==> config.mk <==
export PLATFORM = sky130hd
export DESIGN_NAME = esc_telemetry_frame_decoder_flat
export DESIGN_NICKNAME = d
export VERILOG_FILES = /design/src/rtl/etfd_pkg.sv /design/src/rtl/etfd_if.sv /design/src/rtl/esc_telemetry_frame_decoder.sv /design/src/flat_wrapper.sv
export SDC_FILE = /design/constraint.sdc
export NUM_CORES = 1
export LEC_CHECK = 0
export ABC_CLOCK_PERIOD_IN_PS = 12800
export BUFFER_PORTS_ARGS = -buffer_cell sky130_fd_sc_hd__buf_4
export CELL_PAD_IN_SITES_DETAIL_PLACEMENT = 1
export CELL_PAD_IN_SITES_GLOBAL_PLACEMENT = 1
export CORE_ASPECT_RATIO = 1.4
export CORE_UTILIZATION = 51
export DETAILED_ROUTE_END_ITERATION = 16
export GPL_TIMING_DRIVEN = 0
export PLACE_DENSITY = 0.83
export SYNTH_ARGS = -nofsm -noshare
export SYNTH_HDL_FRONTEND = slang
export SYNTH_SLANG_ARGS = --single-unit
==> constraint.sdc <==
create_clock -name i_clk -period 12.8 [get_ports i_clk]
set_input_delay 2.56 -clock i_clk [delete_from_list [all_inputs] [get_ports i_clk]]
set_output_delay 2.56 -clock i_clk [all_outputs]
set_load 0.01 [all_outputs]
==> src/rtl/etfd_pkg.sv <==
// Shared constants, types and the CRC-8 step function for the telemetry frame decoder.
package etfd_pkg;

    localparam int BYTE_W  = 8;
    localparam int WORD_W  = 16;
    localparam int CRC_W   = 8;
    localparam int POS_W   = 4;

    localparam logic [CRC_W-1:0] CRC_POLY = 8'h07;
    localparam logic [CRC_W-1:0] CRC_TOP  = 8'h80;

    typedef logic [POS_W-1:0] t_pos;

    localparam t_pos POS_TEMP    = 4'd0;
    localparam t_pos POS_VOLT_HI = 4'd1;
    localparam t_pos POS_VOLT_LO = 4'd2;
    localparam t_pos POS_CURR_HI = 4'd3;
    localparam t_pos POS_CURR_LO = 4'd4;
    localparam t_pos POS_CONS_HI = 4'd5;
    localparam t_pos POS_CONS_LO = 4'd6;
    localparam t_pos POS_SPD_HI  = 4'd7;
    localparam t_pos POS_SPD_LO  = 4'd8;
    localparam t_pos POS_CRC     = 4'd9;

    // MSB-first, unreflected CRC-8 over one byte
    function automatic logic [CRC_W-1:0] crc8_step(input logic [CRC_W-1:0] acc,
                                                   input logic [BYTE_W-1:0] data);
        logic [CRC_W-1:0] r;
        r = acc ^ data;
        for (int k = 0; k < BYTE_W; k++) begin
            if ((r & CRC_TOP) != '0) begin
                r = {r[CRC_W-2:0], 1'b0} ^ CRC_POLY;
            end else begin
                r = {r[CRC_W-2:0], 1'b0};
            end
        end
        return r;
    endfunction

endpackage

==> src/rtl/etfd_if.sv <==
// Valid/ready channel interfaces for received bytes and decoded frames.
interface etfd_byte_if
    import etfd_pkg::*;
();
    logic              valid;
    logic              ready;
    logic [BYTE_W-1:0] data_byte;

    modport source (output valid, output data_byte, input ready);
    modport sink   (input valid, input data_byte, output ready);
endinterface

interface etfd_frame_if
    import etfd_pkg::*;
();
    logic              valid;
    logic              ready;
    logic [BYTE_W-1:0] temperature;
    logic [WORD_W-1:0] voltage;
    logic [WORD_W-1:0] current;
    logic [WORD_W-1:0] consumption;
    logic [WORD_W-1:0] speed_raw;
    logic [CRC_W-1:0]  crc_remainder;
    logic              frame_ok;

    modport source (output valid, output temperature, output voltage, output current,
                    output consumption, output speed_raw, output crc_remainder,
                    output frame_ok, input ready);
    modport sink   (input valid, input temperature, input voltage, input current,
                    input consumption, input speed_raw, input crc_remainder,
                    input frame_ok, output ready);
endinterface

==> src/rtl/esc_telemetry_frame_decoder.sv <==
// Telemetry frame decoder: assembles ten-byte frames and checks their CRC-8.
// One byte is taken per clock cycle whenever i_byte.ready is high. Each byte updates
// the running CRC-8 (poly 0x07, init 0) and the field holding registers in the same
// cycle; after the tenth byte the decoded frame is loaded into an output register and
// appears on o_frame in the cycle after the last byte's transfer. The output register
// decouples the sides: bytes keep flowing while a frame waits, and input stalls only
// when a finished frame is unclaimed and the next byte would complete another frame.
// There is no resynchronization: a lost or extra byte shifts the framing and
// shows up as frame_ok low.
module esc_telemetry_frame_decoder
    import etfd_pkg::*;
(
    input  logic          i_clk,
    input  logic          i_rst_n,
    etfd_byte_if.sink     i_byte,
    etfd_frame_if.source  o_frame
);

    t_pos              r_pos, n_pos;
    logic [CRC_W-1:0]  r_crc, n_crc;
    logic [BYTE_W-1:0] r_temp;
    logic [WORD_W-1:0] r_volt, r_curr, r_cons, r_speed;

    logic              r_out_valid;
    logic [BYTE_W-1:0] r_out_temp;
    logic [WORD_W-1:0] r_out_volt, r_out_curr, r_out_cons, r_out_speed;
    logic [CRC_W-1:0]  r_out_crc;
    logic              r_out_ok;

    logic              in_xfer;
    logic              last_byte;
    logic [BYTE_W-1:0] b;

    assign b         = i_byte.data_byte;
    assign i_byte.ready = !r_out_valid || o_frame.ready || !last_byte;
    assign in_xfer   = i_byte.valid && i_byte.ready;
    assign last_byte = (r_pos >= POS_CRC);
    assign n_crc     = crc8_step(r_crc, b);
    assign n_pos     = last_byte ? POS_TEMP : r_pos + t_pos'(1);

    always_ff @(posedge i_clk) begin
        if (!i_rst_n) begin
            r_pos <= POS_TEMP;
            r_crc <= '0;
        end else if (in_xfer) begin
            r_pos <= n_pos;
            r_crc <= last_byte ? '0 : n_crc;
        end
    end

    always_ff @(posedge i_clk) begin
        if (in_xfer) begin
            case (r_pos)
                POS_TEMP:    r_temp          <= b;
                POS_VOLT_HI: r_volt[15:8]    <= b;
                POS_VOLT_LO: r_volt[7:0]     <= b;
                POS_CURR_HI: r_curr[15:8]    <= b;
                POS_CURR_LO: r_curr[7:0]     <= b;
                POS_CONS_HI: r_cons[15:8]    <= b;
                POS_CONS_LO: r_cons[7:0]     <= b;
                POS_SPD_HI:  r_speed[15:8]   <= b;
                POS_SPD_LO:  r_speed[7:0]    <= b;
                default: ;
            endcase
        end
    end

    always_ff @(posedge i_clk) begin
        if (!i_rst_n) begin
            r_out_valid <= 1'b0;
        end else if (in_xfer && last_byte) begin
            r_out_valid <= 1'b1;
        end else if (o_frame.ready) begin
            r_out_valid <= 1'b0;
        end
    end

    always_ff @(posedge i_clk) begin
        if (in_xfer && last_byte) begin
            r_out_temp  <= r_temp;
            r_out_volt  <= r_volt;
            r_out_curr  <= r_curr;
            r_out_cons  <= r_cons;
            r_out_speed <= r_speed;
            r_out_crc   <= n_crc;
            r_out_ok    <= (n_crc == '0);
        end
    end

    assign o_frame.valid         = r_out_valid;
    assign o_frame.temperature   = r_out_temp;
    assign o_frame.voltage       = r_out_volt;
    assign o_frame.current       = r_out_curr;
    assign o_frame.consumption   = r_out_cons;
    assign o_frame.speed_raw     = r_out_speed;
    assign o_frame.crc_remainder = r_out_crc;
    assign o_frame.frame_ok      = r_out_ok;

    a_pos_range: assert property (@(posedge i_clk) disable iff (!i_rst_n)
        r_pos <= POS_CRC)
        else $error("byte position out of range");

    a_crc_clear_at_start: assert property (@(posedge i_clk) disable iff (!i_rst_n)
        (r_pos == POS_TEMP) |-> (r_crc == '0))
        else $error("crc not cleared at frame start");

    a_frame_done_restart: assert property (@(posedge i_clk) disable iff (!i_rst_n)
        (in_xfer && last_byte) |=> (r_out_valid && r_pos == POS_TEMP))
        else $error("frame completion did not load output and restart");

    a_ok_matches_crc: assert property (@(posedge i_clk) disable iff (!i_rst_n)
        r_out_valid |-> (r_out_ok == (r_out_crc == '0)))
        else $error("frame_ok disagrees with crc remainder");

    a_no_overwrite: assert property (@(posedge i_clk) disable iff (!i_rst_n)
        (r_out_valid && !o_frame.ready) |-> !(in_xfer && last_byte))
        else $error("frame completed while pending frame is stalled");

endmodule
==> src/flat_wrapper.sv <==
// flat-port wrapper written by rule: the top's interface ports become plain ports
module esc_telemetry_frame_decoder_flat import etfd_pkg::*;
  (i_clk, i_rst_n, i_byte_valid, i_byte_data_byte, i_byte_ready, o_frame_valid, o_frame_temperature, o_frame_voltage, o_frame_current, o_frame_consumption, o_frame_speed_raw, o_frame_crc_remainder, o_frame_frame_ok, o_frame_ready);
  etfd_byte_if i_byte_i ();
  etfd_frame_if o_frame_i ();
  input  logic i_clk;
  input  logic i_rst_n;
  input wire logic [$bits(i_byte_i.valid)-1:0] i_byte_valid;
  input wire logic [$bits(i_byte_i.data_byte)-1:0] i_byte_data_byte;
  output wire logic [$bits(i_byte_i.ready)-1:0] i_byte_ready;
  output wire logic [$bits(o_frame_i.valid)-1:0] o_frame_valid;
  output wire logic [$bits(o_frame_i.temperature)-1:0] o_frame_temperature;
  output wire logic [$bits(o_frame_i.voltage)-1:0] o_frame_voltage;
  output wire logic [$bits(o_frame_i.current)-1:0] o_frame_current;
  output wire logic [$bits(o_frame_i.consumption)-1:0] o_frame_consumption;
  output wire logic [$bits(o_frame_i.speed_raw)-1:0] o_frame_speed_raw;
  output wire logic [$bits(o_frame_i.crc_remainder)-1:0] o_frame_crc_remainder;
  output wire logic [$bits(o_frame_i.frame_ok)-1:0] o_frame_frame_ok;
  input wire logic [$bits(o_frame_i.ready)-1:0] o_frame_ready;
  assign i_byte_i.valid = i_byte_valid;
  assign i_byte_i.data_byte = i_byte_data_byte;
  assign i_byte_ready = i_byte_i.ready;
  assign o_frame_valid = o_frame_i.valid;
  assign o_frame_temperature = o_frame_i.temperature;
  assign o_frame_voltage = o_frame_i.voltage;
  assign o_frame_current = o_frame_i.current;
  assign o_frame_consumption = o_frame_i.consumption;
  assign o_frame_speed_raw = o_frame_i.speed_raw;
  assign o_frame_crc_remainder = o_frame_i.crc_remainder;
  assign o_frame_frame_ok = o_frame_i.frame_ok;
  assign o_frame_i.ready = o_frame_ready;
  esc_telemetry_frame_decoder u_core (.i_clk(i_clk), .i_rst_n(i_rst_n), .i_byte(i_byte_i), .o_frame(o_frame_i));
endmodule
==> results_dict.tcl <==
set metrics [dict create \
    critPathCapture "i_byte_ready" \
    core_area_um2 10460 \
    cp-start-kind "primary input" \
    grt-ovfl-total 0 \
    cts_buffers 17 \
    cts_buffer_depth 2 \
    finalMaxSlewViolations 0 \
    drt_iter0_drc 121 \
    path_cells "buf_4 -> inv_1 -> nand4_1 -> buf_4" \
    cp_slowest_cell "buf_4" \
    clk-insertion-delay-late_ns 0.42 \
    synthTopCellsByArea "edfxtp_1, dfxtp_1, xnor3_1" \
    yosys.area.top_type "edfxtp_1" \
    critPathTopFamily "buffers and inverters" \
    clockRootBuffer "clkbuf_16" \
    boundaryPins 95 \
    grt_pass1_vias 2831 \
    path_max_fanout 3 \
    final_cells 520 \
    drive_above_1_share_pct 34.29 \
    antenna_cells 0 \
    initial_core_util_pct 53.11 \
    r2r_setup_slack_ns 9.63 \
    synthDistinctLibCells 31 \
    path_buf_inv 3 \
    hp-class "flop to flop" \
    synth_area_um2 5555 \
    synth_edf_count 153 \
    synth-warning-count 0 \
    antenna_left 0 \
    via_per_inst 5.140 \
    cts_sinks 166 \
    slew_headroom_pct 21.62 \
    worstRegToRegCells 9 \
    portBuffers 94 \
    p_leak_nw 2.549 \
    antenna_found_initial 0 \
    gp_congestion 0.7626 \
    hold_violations 0 \
    first_pass_iters 4 \
    h-tree-depth 4 \
    r2r-start "u_core.r_pos[1]" \
    ys_seq_area_share_pct 87.39 \
    placed_cell_area_um2 6486 \
    cts_resized 0 \
    clock_skew_ns 0.007264 \
    die_y_um 125.5 \
    post-route-min-period_ns 5.603 \
    rsz0062_at_grt "false" \
    top_layer_used "met4" \
    power_density_nw_per_um2 181.2 \
    status "completed" \
    r2r-end "u_core.o_frame.speed_raw[12]" \
    final_area_um2 7059 \
    period_share_pct 43.77 \
    met2WireLength_mm 6.315 \
    startpoint "o_frame_ready" \
    synth-main-ff-cell "edfxtp_1" \
    routed_wl_mm 11.08 \
    syn_inst 253 \
    path_class "primary input to primary output" \
    cts_hold_buf 0 \
    wl_met1_mm 3.986 \
    vias 2673 \
    wl_per_cell_um 21.30 \
    yosysMostFrequentCell "edfxtp_1" \
    drv_cap 0 \
    grt_max_degree 30 \
    tns_ns 0 \
    row_count 44 \
    end_kind "primary output" \
    gr-usage-all-layers_pct 21.19 \
    slowest_delay_ns 0.19 \
    worst_ep_required_time_ns 10.24 \
    wl_met3_um 443 \
    cts_tree "built" \
    dpl.cell_count 487 \
    cpMostUsedCell "buf_4" \
    synth.avg_cell_area_um2 21.96 \
    crit_cells 4 \
    ys_ff_latch 166 \
    fmax_mhz 178.5 \
    postCtsSetupRepairBufs 0 \
    peakVddDrop_v 0.0001338 \
    netlist_top_cells_count "edfxtp_1, dfxtp_1, nor2b_1" \
    area_growth_pct 27.07 \
    critPathArrivalTime_ns 3.04 \
    worstMarginPinSlew_ns 1.167 \
    die_area_um2 11320 \
    grt_pass1_wl_mm 16.64 \
    setup_viol 0 \
    path_clk_slew_ns 0.06 \
    remaining_drc_errors 0 \
    async_reset_ff_share_pct 0 \
    die_w_um 90.21 \
    nets 387 \
    synth_top_area_share_pct 82.70 \
    syn-num-nets 271 \
    dp_hpwl_mm 7.168 \
]
per-layer routing:
metal	GRT usage, %	up-vias
met2	37.36	89
met1	22.37	1350
li1	-	1211
met3	6.509	23
met4	11.95	0
met5	0	-
sequential cells by signal, summed over array words and instances (netlist names), 4 cells and up:
signal and count:
u_core.o_frame.consumption 16, u_core.o_frame.temperature 8, u_core.o_frame.crc_remainder 8, u_core.r_crc 8
u_core.o_frame.speed_raw 16, u_core.r_speed 16, u_core.r_curr 16, u_core.r_cons 16
u_core.o_frame.voltage 16, u_core.r_volt 16, u_core.r_temp 8, u_core.r_pos 4
u_core.o_frame.current 16
cells by family after synthesis:
logic type                 share of synthesized area [%]
xor gates and xnor gates                           4.460
muxes                                             0.3604
AOI/OAI and AO/OA                                  1.892
and+or+nand+nor                                    3.446
buffers and inverters                              1.104
DFF                                                87.39
adders and majority gates                          1.351
through the flow:
| stage | hold WS [ns] | total power, W | util, % | worst slack [ns] |
|---|---|---|---|---|
| final | 0.4188 | 0.001279 | 67.49 | 7.197 |
| after global placement | 0.4023 | 0.0007895 | 61.51 | 6.386 |
| after CTS | 0.4182 | 0.001287 | 67.44 | 7.190 |
| after global routing | 0.4200 | 0.001322 | 67.49 | 7.158 |
| after detailed placement | 0.4056 | 0.0008007 | 62.01 | 7.202 |
| after floorplan | 0.4003 | 0.0007590 | - | 7.251 |
where the power goes:
group / leakage, nW / internal [W] / switching (W) / total (W)
clock: 0.269 / 0.000287 / 0.000195 / 0.000482
combinational: 0.792 / 0.0000790 / 0.0000894 / 0.000168
sequential: 1.49 / 0.000618 / 0.0000107 / 0.000629
total: 2.55 / 0.000984 / 0.000296 / 0.00128
worst reg2reg max path, stage by stage (launching register included):
cell and delay (ns):
dfxtp_1 0.40, inv_1 0.11, ha_1 0.21, or3b_1 0.36
buf_2 0.17, a41o_1 0.31, buf_6 0.17, nor2_4 0.65
buf_16 0.27, buf_12 0.22
how the worst min path moves through the flow:
stage	from	slack [ns]	depth (start not counted)	endpoint
global placement	u_core.r_speed[10]	0.40	0	u_core.o_frame.speed_raw[10]
detailed placement	u_core.r_temp[4]	0.41	0	u_core.o_frame.temperature[4]
floorplan	u_core.r_cons[0]	0.40	0	u_core.o_frame.consumption[0]
CTS	u_core.r_temp[4]	0.42	0	u_core.o_frame.temperature[4]
global route	u_core.r_temp[4]	0.42	0	u_core.o_frame.temperature[4]
finish	u_core.r_curr[0]	0.42	0	u_core.o_frame.current[0]
cell type report:
type,count,area [um^2]
repair buffers,97,758.2
well taps,138,172.7
clock inverters,12,131.4
flip-flops and latches,166,4855
fillers,886,3401
inverters,7,26.28
multi-input cells,75,644.4
clock buffers,20,436.7
plain buffers,5,35.03
cells in the final DEF (no fill, tap or decap), drive strengths merged, types with 2 or more instances in the layout:
| master | netlist | layout |
|---|---|---|
| clkinvlp | 0 | 2 |
| mux2i | 2 | 2 |
| ha | 6 | 6 |
| o21ai | 2 | 2 |
| clkinv | 0 | 8 |
| buf | 3 | 100 |
| nor3 | 5 | 5 |
| clkbuf | 2 | 22 |
| nand2 | 8 | 8 |
| a22oi | 8 | 8 |
| xnor2 | 10 | 10 |
| xnor3 | 5 | 5 |
| nor2 | 5 | 5 |
| nor2b | 9 | 9 |
| bufinv | 0 | 2 |
| inv | 7 | 7 |
| dfxtp | 13 | 13 |
| edfxtp | 153 | 153 |
| nand3 | 3 | 3 |
No activity file was read; power rests on OpenSTA's default activity.
